[src/sv/lsts_pkg.sv]
// Shared constants and action codes for the Latin-square table shuffler.
package lsts_pkg;

   localparam int BLOCK  = 4;
   localparam int SIZE   = BLOCK * BLOCK;
   localparam int IDX_W  = (SIZE > 1) ? $clog2(SIZE) : 1;
   localparam int BLK_W  = (BLOCK > 1) ? $clog2(BLOCK) : 1;
   localparam int ADDR_W = 2 * IDX_W;
   localparam int DEPTH  = 1 << ADDR_W;
   localparam int DATA_W = 8;
   localparam int T_W    = 9;

   localparam logic [T_W-1:0]   SIZE_T   = T_W'(SIZE);
   localparam logic [T_W-1:0]   BLOCK_T  = T_W'(BLOCK);
   localparam logic [IDX_W-1:0] LAST_IDX = IDX_W'(SIZE - 1);
   localparam logic [IDX_W-1:0] LAST_TR  = IDX_W'(SIZE - 2);
   localparam logic [IDX_W-1:0] LAST_BLK = IDX_W'(BLOCK - 1);
   localparam logic [IDX_W-1:0] BLOCK_I  = IDX_W'(BLOCK);

   localparam logic [2:0] ACT_READ      = 3'd0;
   localparam logic [2:0] ACT_FILL      = 3'd1;
   localparam logic [2:0] ACT_TRANSPOSE = 3'd2;
   localparam logic [2:0] ACT_SWAP_ROW  = 3'd3;
   localparam logic [2:0] ACT_SWAP_COL  = 3'd4;
   localparam logic [2:0] ACT_BAND_ROW  = 3'd5;
   localparam logic [2:0] ACT_BAND_COL  = 3'd6;

endpackage

[src/sv/lsts_ram.sv]
// Generic simple dual-port RAM with registered read.
module lsts_ram #(
   parameter int WIDTH = 8,
   parameter int DEPTH = 256
) (
   input  logic                     clock,
   input  logic                     wr_en,
   input  logic [$clog2(DEPTH)-1:0] wr_addr,
   input  logic [WIDTH-1:0]         wr_data,
   input  logic [$clog2(DEPTH)-1:0] rd_addr,
   output logic [WIDTH-1:0]         rd_data
);

   logic [WIDTH-1:0] mem [DEPTH];
   logic [WIDTH-1:0] rd_data_ff;

   always_ff @(posedge clock) begin
      if (wr_en) begin
         mem[wr_addr] <= wr_data;
      end
      rd_data_ff <= mem[rd_addr];
   end

   assign rd_data = rd_data_ff;

endmodule

[src/sv/latin_square_table_shuffler.sv]
// Top level of the Latin-square table shuffler: sequencer around one table memory.
//
// The block holds a SIZE x SIZE byte table (SIZE = BLOCK squared) in one RAM
// with one read and one write port, and handles one item at a time; req_stall
// is high from acceptance until the result has been placed in the output
// register. Every cell exchange runs through four steps (read, read, write,
// write), so the memory port sets the time per item; a rejected item goes
// straight to the result without touching the table. The result waits in its
// register until taken; the next item is accepted as soon as the sequencer is
// idle.
module latin_square_table_shuffler (
   input  logic       clock,
   input  logic       reset,
   input  logic       req_valid,
   output logic       req_stall,
   input  logic [2:0] req_action,
   input  logic [7:0] req_first,
   input  logic [7:0] req_second,
   input  logic [7:0] req_value,
   output logic       rsp_valid,
   input  logic       rsp_stall,
   output logic [7:0] rsp_read_value,
   output logic       rsp_ignored
);

   import lsts_pkg::*;

   localparam logic [3:0] S_IDLE  = 4'd0;
   localparam logic [3:0] S_FMOD  = 4'd1;
   localparam logic [3:0] S_FILL  = 4'd2;
   localparam logic [3:0] S_RDA   = 4'd3;
   localparam logic [3:0] S_RDB   = 4'd4;
   localparam logic [3:0] S_WRA   = 4'd5;
   localparam logic [3:0] S_WRB   = 4'd6;
   localparam logic [3:0] S_RWAIT = 4'd7;
   localparam logic [3:0] S_RESP  = 4'd8;

   logic [3:0]        state_ff, state_in;
   logic [2:0]        act_ff, act_in;
   logic [IDX_W-1:0]  ra_ff, ra_in;
   logic [IDX_W-1:0]  rb_ff, rb_in;
   logic [IDX_W-1:0]  n_ff, n_in;
   logic [IDX_W-1:0]  o_ff, o_in;
   logic [IDX_W-1:0]  olast_ff, olast_in;
   logic [T_W-1:0]    t_ff, t_in;
   logic [DATA_W-1:0] tmp_ff, tmp_in;
   logic [DATA_W-1:0] val_ff, val_in;
   logic [DATA_W-1:0] rd_ff, rd_in;
   logic              ign_ff, ign_in;
   logic              rsp_valid_ff, rsp_valid_in;
   logic [DATA_W-1:0] rsp_value_ff, rsp_value_in;
   logic              rsp_ign_ff, rsp_ign_in;

   logic              accept;
   logic              idx_bad, band_bad;
   logic [IDX_W-1:0]  band_base;
   logic [IDX_W-1:0]  line_a, line_b;
   logic [ADDR_W-1:0] addr_a, addr_b;
   logic [IDX_W-1:0]  fill_col;
   logic              fill_wrap;
   logic [T_W-1:0]    t_sum;
   logic [T_W-1:0]    t_next;
   logic              ram_we;
   logic [ADDR_W-1:0] ram_waddr, ram_raddr;
   logic [DATA_W-1:0] ram_wdata, ram_rdata;

   assign accept    = req_valid && !req_stall;
   assign req_stall = (state_ff != S_IDLE);

   assign idx_bad   = ({1'b0, req_first} >= SIZE_T) || ({1'b0, req_second} >= SIZE_T);
   assign band_bad  = ({1'b0, req_first} >= BLOCK_T) || ({1'b0, req_second} >= BLOCK_T);
   assign band_base = IDX_W'(req_first[BLK_W-1:0] * BLOCK_I);

   assign line_a = ra_ff + o_ff;
   assign line_b = rb_ff + o_ff;

   always_comb begin
      unique case (act_ff)
         ACT_READ: begin
            addr_a = {ra_ff, rb_ff};
            addr_b = {ra_ff, rb_ff};
         end
         ACT_TRANSPOSE: begin
            addr_a = {o_ff, n_ff};
            addr_b = {n_ff, o_ff};
         end
         ACT_SWAP_ROW, ACT_BAND_ROW: begin
            addr_a = {line_a, n_ff};
            addr_b = {line_b, n_ff};
         end
         ACT_SWAP_COL, ACT_BAND_COL: begin
            addr_a = {n_ff, line_a};
            addr_b = {n_ff, line_b};
         end
         default: begin
            addr_a = {n_ff, fill_col};
            addr_b = {n_ff, fill_col};
         end
      endcase
   end

   assign fill_col  = LAST_IDX - t_ff[IDX_W-1:0];
   assign fill_wrap = (o_ff == LAST_BLK);
   assign t_sum     = t_ff + BLOCK_T + {{(T_W-1){1'b0}}, fill_wrap};
   assign t_next    = (t_sum >= SIZE_T) ? (t_sum - SIZE_T) : t_sum;

   always_comb begin
      ram_we    = 1'b0;
      ram_waddr = addr_a;
      ram_wdata = ram_rdata;
      ram_raddr = (state_ff == S_RDB) ? addr_b : addr_a;
      unique case (state_ff)
         S_FILL: begin
            ram_we    = 1'b1;
            ram_wdata = val_ff;
         end
         S_WRA: begin
            ram_we = 1'b1;
         end
         S_WRB: begin
            ram_we    = 1'b1;
            ram_waddr = addr_b;
            ram_wdata = tmp_ff;
         end
         default: begin
            ram_we = 1'b0;
         end
      endcase
   end

   lsts_ram #(
      .WIDTH (DATA_W),
      .DEPTH (DEPTH)
   ) u_cells (
      .clock   (clock),
      .wr_en   (ram_we),
      .wr_addr (ram_waddr),
      .wr_data (ram_wdata),
      .rd_addr (ram_raddr),
      .rd_data (ram_rdata)
   );

   always_comb begin
      state_in     = state_ff;
      act_in       = act_ff;
      ra_in        = ra_ff;
      rb_in        = rb_ff;
      n_in         = n_ff;
      o_in         = o_ff;
      olast_in     = olast_ff;
      t_in         = t_ff;
      tmp_in       = tmp_ff;
      val_in       = val_ff;
      rd_in        = rd_ff;
      ign_in       = ign_ff;
      rsp_valid_in = rsp_valid_ff && rsp_stall;
      rsp_value_in = rsp_value_ff;
      rsp_ign_in   = rsp_ign_ff;
      unique case (state_ff)
         S_IDLE: begin
            if (accept) begin
               act_in   = req_action;
               ra_in    = IDX_W'(req_first);
               rb_in    = IDX_W'(req_second);
               n_in     = '0;
               o_in     = '0;
               olast_in = '0;
               t_in     = {1'b0, req_first};
               val_in   = req_value;
               rd_in    = '0;
               ign_in   = 1'b0;
               unique case (req_action)
                  ACT_READ: begin
                     ign_in   = idx_bad;
                     state_in = idx_bad ? S_RESP : S_RDA;
                  end
                  ACT_FILL: begin
                     state_in = S_FMOD;
                  end
                  ACT_TRANSPOSE: begin
                     n_in     = IDX_W'(1);
                     olast_in = LAST_TR;
                     state_in = S_RDA;
                  end
                  ACT_SWAP_ROW, ACT_SWAP_COL: begin
                     ign_in   = idx_bad;
                     state_in = idx_bad ? S_RESP : S_RDA;
                  end
                  ACT_BAND_ROW, ACT_BAND_COL: begin
                     ra_in    = band_base;
                     rb_in    = IDX_W'(req_second[BLK_W-1:0] * BLOCK_I);
                     olast_in = LAST_BLK;
                     ign_in   = band_bad;
                     state_in = band_bad ? S_RESP : S_RDA;
                  end
                  default: begin
                     ign_in   = 1'b1;
                     state_in = S_RESP;
                  end
               endcase
            end
         end
         S_FMOD: begin
            if (t_ff >= SIZE_T) begin
               t_in = t_ff - SIZE_T;
            end else begin
               state_in = S_FILL;
            end
         end
         S_FILL: begin
            t_in = t_next;
            o_in = fill_wrap ? '0 : o_ff + IDX_W'(1);
            n_in = n_ff + IDX_W'(1);
            if (n_ff == LAST_IDX) begin
               state_in = S_RESP;
            end
         end
         S_RDA: begin
            state_in = (act_ff == ACT_READ) ? S_RWAIT : S_RDB;
         end
         S_RDB: begin
            tmp_in   = ram_rdata;
            state_in = S_WRA;
         end
         S_WRA: begin
            state_in = S_WRB;
         end
         S_WRB: begin
            state_in = S_RDA;
            if (n_ff == LAST_IDX) begin
               if (o_ff == olast_ff) begin
                  state_in = S_RESP;
               end else begin
                  o_in = o_ff + IDX_W'(1);
                  n_in = (act_ff == ACT_TRANSPOSE) ? o_ff + IDX_W'(2) : '0;
               end
            end else begin
               n_in = n_ff + IDX_W'(1);
            end
         end
         S_RWAIT: begin
            rd_in    = ram_rdata;
            state_in = S_RESP;
         end
         S_RESP: begin
            if (!rsp_valid_ff || !rsp_stall) begin
               rsp_valid_in = 1'b1;
               rsp_value_in = rd_ff;
               rsp_ign_in   = ign_ff;
               state_in     = S_IDLE;
            end
         end
         default: begin
            state_in = S_IDLE;
         end
      endcase
   end

   always_ff @(posedge clock) begin
      if (reset) begin
         state_ff     <= S_IDLE;
         rsp_valid_ff <= 1'b0;
      end else begin
         state_ff     <= state_in;
         rsp_valid_ff <= rsp_valid_in;
      end
      act_ff       <= act_in;
      ra_ff        <= ra_in;
      rb_ff        <= rb_in;
      n_ff         <= n_in;
      o_ff         <= o_in;
      olast_ff     <= olast_in;
      t_ff         <= t_in;
      tmp_ff       <= tmp_in;
      val_ff       <= val_in;
      rd_ff        <= rd_in;
      ign_ff       <= ign_in;
      rsp_value_ff <= rsp_value_in;
      rsp_ign_ff   <= rsp_ign_in;
   end

   assign rsp_valid      = rsp_valid_ff;
   assign rsp_read_value = rsp_value_ff;
   assign rsp_ignored    = rsp_ign_ff;

   a_accept_leaves_idle: assert property (@(posedge clock) disable iff (reset)
      accept |=> state_ff != S_IDLE)
      else $error("sequencer stayed idle after taking an item");

   a_resp_loads_output: assert property (@(posedge clock) disable iff (reset)
      (state_ff == S_RESP && state_in == S_IDLE) |=> rsp_valid_ff)
      else $error("result dropped on return to idle");

   a_fill_offset_reduced: assert property (@(posedge clock) disable iff (reset)
      state_ff == S_FILL |-> t_ff < SIZE_T)
      else $error("fill column offset not reduced");

   a_transpose_upper: assert property (@(posedge clock) disable iff (reset)
      (state_ff == S_RDA && act_ff == ACT_TRANSPOSE) |-> n_ff > o_ff)
      else $error("transpose pair below diagonal");

   a_ignored_no_write: assert property (@(posedge clock) disable iff (reset)
      (state_ff == S_RESP && ign_ff) |->
         ($past(state_ff) == S_IDLE || $past(state_ff) == S_RESP))
      else $error("rejected item touched the table");

endmodule
[config.mk]
export PLATFORM = sky130hd
export DESIGN_NAME = latin_square_table_shuffler
export DESIGN_NICKNAME = d
export VERILOG_FILES = /design/src/sv/lsts_pkg.sv /design/src/sv/lsts_ram.sv /design/src/sv/latin_square_table_shuffler.sv
export SDC_FILE = /design/constraint.sdc
export NUM_CORES = 2
export LEC_CHECK = 0
export ABC_AREA = 1
export ABC_CLOCK_PERIOD_IN_PS = 23500
export BUFFER_PORTS_ARGS = -buffer_cell sky130_fd_sc_hd__buf_4
export CORE_MARGIN = 10
export CORE_UTILIZATION = 60
export CTS_BUF_LIST = sky130_fd_sc_hd__clkbuf_8
export DETAILED_ROUTE_END_ITERATION = 8
export PLACE_DENSITY_LB_ADDON = 0.08
export SLEW_MARGIN = 10
export SYNTH_ARGS = -nofsm -noshare
export SYNTH_HDL_FRONTEND = slang
export SYNTH_SLANG_ARGS = --single-unit
export TNS_END_PERCENT = 50
[constraint.sdc]
create_clock -name clock -period 23.5 [get_ports clock]
set_clock_uncertainty 0.1 [all_clocks]
set_input_delay 1.175 -clock clock [delete_from_list [all_inputs] [get_ports clock]]
set_output_delay 1.175 -clock clock [all_outputs]
set_load 0.1 [all_outputs]
# After elaboration in Yosys (flattened, before gate mapping)
# Memories as Yosys holds them, arrays and structs flattened. A register that Yosys moved wholly into a read port is not among the register bits.
# Index checks and enable logic that the tools add are counted.
[totals]
regBits = 71
mem_bits_rw = 2048
inputBits = 31
output_inout_bits = 11
wordCells = 134
mem_count = 1
[memory_table]
columns = ["memory", "words", "width", "rd", "rd_clocked_by_memory_dff", "wr", "line", "text"]
rows = [
  ["u_cells.mem", 256, 8, 1, 1, 1, "lsts_ram.sv:14", "logic [WIDTH-1:0] mem [DEPTH];"],
]
[op_classes]
add_sub_neg = 10
order_cmp = 6
n_eq_ne = 30
n_mux = 42
reduce_logical = 28
[ops]
columns = ["op", "count"]
rows = [
  ["4-bit two-way mux", 18],
  ["8-bit one-hot mux with 4 select lines", 2],
  ["4-bit one-hot mux with 9 select lines", 1],
  ["8-bit one-hot mux with 2 select lines", 2],
  ["9-bit two-way mux", 3],
  ["9-bit one-hot mux with 3 select lines", 1],
  ["8-bit two-way mux", 3],
  ["4-bit one-hot mux with 3 select lines", 2],
  ["3-bit equality test (second input constant)", 6],
  ["9-bit by 5-bit >= comparator with 1-bit output (second input constant)", 2],
  ["9-bit by 5-bit subtractor with 9-bit output (second input constant)", 2],
  ["4-bit by 3-bit equality test with 1-bit output (second input constant)", 4],
  ["8-bit by 3-bit >= comparator with 1-bit output (second input constant)", 2],
  ["8-bit by 5-bit >= comparator with 1-bit output (second input constant)", 2],
  ["4-bit one-hot mux with 4 select lines", 1],
  ["2-bit inequality test (second input constant)", 7],
  ["3-bit by 2-bit equality test with 1-bit output (second input constant)", 4],
  ["4-bit by 2-bit equality test with 1-bit output (second input constant)", 3],
  ["9-bit by 1-bit adder with 9-bit output", 1],
  ["9-bit by 3-bit adder with 9-bit output (second input constant)", 1],
  ["4-bit by 1-bit adder with 4-bit output (second input constant)", 2],
  ["4-bit adder", 2],
  ["4-bit equality test (second input constant)", 2],
  ["4-bit one-hot mux with 2 select lines", 1],
  ["other kinds (22)", 42],
]

# Logic depth before layout (Yosys ltp)
[logic_depth]
word_depth = 6
depth_mapped = 22
mapped_depth_nobuf = 19

# By module
# From an unflattened synthesis, not the netlist that was laid out.
[hier_totals]
hier_cells = 7559
hier_area_um2 = 87926.8
[modules_own_cells]
columns = ["mod", "n_inst", "cells_per_inst", "area_each_um2", "seq_area_each_um2"]
rows = [
  ["lsts_ram", 1, 7003, 83396.2, 61659.1],
  ["latin_square_table_shuffler", 1, 556, 4530.6, 2052.0],
]

# Worst setup path before layout
# Ideal clock, no wire load.
[synth_timing]
path_kind = "reg-to-reg"
startpoint = "register state_ff[1]"
endpoint = "memory u_cells.mem[0][0], data pin"
setup_ns = 1.534
arrival_ns = 7.487
required_ns = 21.866
slack_ns = 14.379
path_stages_with_launch = 7
path_buffers = 1
synth_period_minus_slack_ns = 9.121
cell_sequence = "dfxtp_1 inv_1 nor2_1 inv_1 nor2_1 clkbuf_1 o211ai_1"
[synth_between]
elab_chain_cells = 2
word_cells_on_any_way = 3
cone_classes = "2 x eq/ne; 1 x mux"
[synth_rtl]
columns = ["item", "line", "text"]
rows = [
  ["from (decl)", "latin_square_table_shuffler.sv:38", "logic [3:0] state_ff, state_in;"],
  ["from (signal assigned)", "latin_square_table_shuffler.sv:264", "state_ff <= state_in;"],
  ["4-bit by 3-bit equality test with 1-bit output / 4-bit by 2-bit equality test with 1-bit output (equally long branches)", "latin_square_table_shuffler.sv:112", "unique case (state_ff)"],
  ["8-bit one-hot mux with 2 select lines (*)", "latin_square_table_shuffler.sv:112", ""],
  ["named net ram_wdata[0]", "latin_square_table_shuffler.sv:65", "logic [DATA_W-1:0] ram_wdata, ram_rdata;"],
  ["to (decl)", "lsts_ram.sv:14", ""],
]
# Mark *: on every way through the listed nets, which the timed path passes. The rest lies on a longest branch.

# Final worst setup path
[layout_timing]
startpoint = "register o_ff[0]"
endpoint = "register u_cells.rd_data_ff[5] (netlist: u_cells.rd_data[5]) (read register of u_cells.mem)"
[layout_between]
elab_chain_cells = 3
word_cells_on_any_way = 5
cone_classes = "2 x add/sub; 3 x mux"
[layout_rtl]
columns = ["item", "line", "text"]
rows = [
  ["from (decl)", "latin_square_table_shuffler.sv:43", "logic [IDX_W-1:0] o_ff, o_in;"],
  ["from (signal assigned)", "latin_square_table_shuffler.sv:271", "o_ff <= o_in;"],
  ["4-bit adder (on tied branches)", "latin_square_table_shuffler.sv:74, latin_square_table_shuffler.sv:75", ""],
  ["8-bit one-hot mux with 4 select lines", "latin_square_table_shuffler.sv:78", "unique case (act_ff)"],
  ["8-bit two-way mux (*)", "latin_square_table_shuffler.sv:111", "ram_raddr = (state_ff == S_RDB) ? addr_b : addr_a;"],
  ["to (decl)", "lsts_ram.sv:15", "logic [WIDTH-1:0] rd_data_ff;"],
]
# Mark *: on every way between the ends. The rest lies on a longest branch, timed or not.
# A chain may end at the register's enable or synchronous reset.

==> impl_metrics.env <==
export IMPL_grt_pass1_wl_mm=387
export IMPL_worstMarginPinSlew_ps=1900
export IMPL_grtUsageTotal_pct=29.4
export IMPL_hold_path_depth=1
export IMPL_synth_edff_count=2113
export IMPL_synth_area_sq_um=93200
export IMPL_fmax_mhz=135
export IMPL_numPortBuffers=41
export IMPL_hold_end="val_ff[2]"
export IMPL_violations="max-slew violations"
export IMPL_rsz0062_at_grt="no"
export IMPL_die_w_um=414
export IMPL_yosysTopAreaCell="edfxtp_1"
export IMPL_drive_gt1_share_pct=6.53
export IMPL_met3_length_mm=27.1
export IMPL_multi_input_comb_area_sq_um=23600
export IMPL_avgSynthCellArea_sq_um=11.0
export IMPL_hold_start="req_value[2]"
export IMPL_top_layer="met5"
export IMPL_pin_count=42
export IMPL_cap_viol_max_count=0
export IMPL_fin_util_pct=65.0
export IMPL_status="finished with violations"
export IMPL_wl_mm=259
export IMPL_min_delay_path_class="input port to register"
export IMPL_antenna_found_initial=4
export IMPL_worstRegToRegCells=19
export IMPL_post_cts_resized=0
export IMPL_start_util_pct=60.4
export IMPL_final_area_sq_um=100000
export IMPL_fin_tns_setup_ps=0
export IMPL_crit_type="register to register"
export IMPL_end_kind="register"
export IMPL_seqCellArea_sq_um=63700
export IMPL_drtIter0Drc=8747
export IMPL_cts_made_buffers=353
export IMPL_max_slew_margin_pct=-26.8
export IMPL_synth_top_area_share_pct=68.1
export IMPL_fin_crit_ps=7410
export IMPL_yosysUniqueCellTypes=45
export IMPL_clkTransAtPathRegs_ps=60
export IMPL_setup_viol=0
export IMPL_grt_pass1_vias=60700
export IMPL_firstDrtPassIters=6
export IMPL_vias=63700
export IMPL_wl_per_cell_um=24.2
export IMPL_gp_congestion=0.870
export IMPL_die_h_um=414
export IMPL_async_reset_ff_share_pct=0
export IMPL_dp_hpwl_mm=140
export IMPL_finalHoldViolations=0
export IMPL_ys_seq_area_share_pct=68.4
export IMPL_synth_area_leaders="edfxtp_1 68%, nand3_1 8.4%, nand2_1 8.3%, nand3b_1 4.0%, inv_1 3.6%"
export IMPL_final_nets=8474
export IMPL_period_share_pct=31.5
export IMPL_rr_startpoint="o_ff[0]"
export IMPL_hold_buffers=0
export IMPL_die_area_sq_um=172000
export IMPL_drtAntennaViolNets=0
export IMPL_grt_max_degree=212
export IMPL_insertion_delay_ps=1050
export IMPL_post_cts_buffers=0
export IMPL_yosysWarningCount=0
export IMPL_crit_required_ps=24290
export IMPL_root_buffer="clkbuf_8"
export IMPL_place_area_sq_um=94400
export IMPL_met1_length_mm=103
export IMPL_wl_met2_mm=120
export IMPL_arrival_ps=8200
export IMPL_clock_sinks=2126
export IMPL_rrSetupSlack_ps=16090
export IMPL_yosysMostFrequentCell="edfxtp_1"
export IMPL_syn_inst=8481
export IMPL_syn_nets=8530
export IMPL_drcViolationCount=0
export IMPL_synth_seq_cells=2126
export IMPL_htreeDepth=5
export IMPL_maxSlewViolCount=100
export IMPL_viasPerCell=5.95
export IMPL_clockBufferDepth=4
export IMPL_gr_total_overflow=0
export IMPL_tritoncts="yes"
export IMPL_core_area_sq_um=154000
export IMPL_synthFlopType="edfxtp_1"
export IMPL_synth_commonest_cells="2,113 x edfxtp_1, 2,068 x nand2_1, 1,568 x nand3_1"
export IMPL_r2r_end="u_cells.rd_data[5]"
export IMPL_path_max_fanout=135
export IMPL_start_kind="register"
export IMPL_area_delta_synth_final_pct=7.62
export IMPL_fill_cells=11900
export IMPL_rows=144
[routing by layer]
layer  track usage [%]  up-vias
met4              10.9        2
met5                 0        -
met1              40.7    30800
met3              6.82      539
li1                  -    29000
met2              45.7     3323
[worst max-delay path: stages (launching register included)]
cell	delay (ps)
edfxtp_1	510
ha_1	330
inv_1	50
nor2_1	110
a21oi_1	50
nand3_1	150
nand3_4	650
nand2_8	970
buf_4	690
buf_4	930
buf_4	980
nand2_1	140
nand3_1	130
nand3_1	150
nand3_1	150
nand3_1	160
nand3_1	210
nand3_1	190
nand3_1	320
nand2_1	110
[worst max-delay path by stage]
stage / startpoint / to / slack [ps] / cells after the start
2_1_floorplan: state_ff[1] / u_cells.mem[0][0] / 14380 / 6
3_3_place_gp: o_ff[0] / u_cells.rd_data[5] / 16340 / 19
3_5_place_dp: o_ff[0] / u_cells.rd_data[5] / 16220 / 19
4_1_cts: o_ff[0] / u_cells.rd_data[5] / 16180 / 19
5_1_grt: o_ff[0] / u_cells.rd_data[5] / 15590 / 19
6_report: o_ff[0] / u_cells.rd_data[5] / 16090 / 19
[placed cells by master, fill, tap and decap left out, drive strengths merged, types with 3 or more instances in the layout]
master    instances
clkinvlp          3
a32o              4
edfxtp         2113
clkinv           96
nand3b          496
o2111ai           4
o21ai           192
nor4              3
o211ai          125
nand3          1568
xnor2             9
a21oi            17
dfxtp            13
diode             5
o21a              5
nor2            349
nand2          2075
xor2             14
ha               16
buf             133
clkbuf          366
nor3              3
nand4            11
inv            1027
[cell families (layout without fill, tap and decap cells)]
logic type | count (synthesis) | count (layout) | synth area share (%)
compound gates | 356 | 356 | 2.33
xor+xnor | 23 | 23 | 0.216
fa+ha+maj | 18 | 18 | 0.258
buf+inv | 1450 | 1625 | 6.47
flops | 2126 | 2126 | 68.4
other cells | 0 | 5 | 0
simple gates | 4508 | 4508 | 22.4
[registers in the layout, summed over array words and instances, names as in the netlist, 3 cells and up]
signal and flops:
val_ff 8, olast_ff 3, o_ff 4, t_ff 9
n_ff 4, ra_ff 4, u_cells.rd_data 8, rsp_read_value 8
rd_ff 8, rb_ff 4, tmp_ff 8, u_cells.mem 2048
act_ff 3, state_ff 4
[layout make-up]
cell class / count / share of cell area, %
Clock inverter: 220 / 0.856
Timing Repair Buffer: 133 / 1.13
Inverter: 906 / 3.40
Clock buffer: 366 / 5.02
Sequential cell: 2126 / 63.5
Tap cell: 2044 / 2.55
Multi-Input combinational cell: 4905 / 23.5
Antenna cell: 5 / 0.0125
[metrics by stage]
step           std cells  worst slack, ps  hold slack [ps]
2_1_floorplan       8481            14380              300
3_3_place_gp       10100            16340              307
3_5_place_dp       10100            16220              308
4_1_cts            10700            16180              164
5_1_grt            10700            15590              182
6_report           10700            16090              246
Power is left out: the tool's default activity adds up to more than one toggle a clock period on the data nets, which glitch-free logic cannot reach.
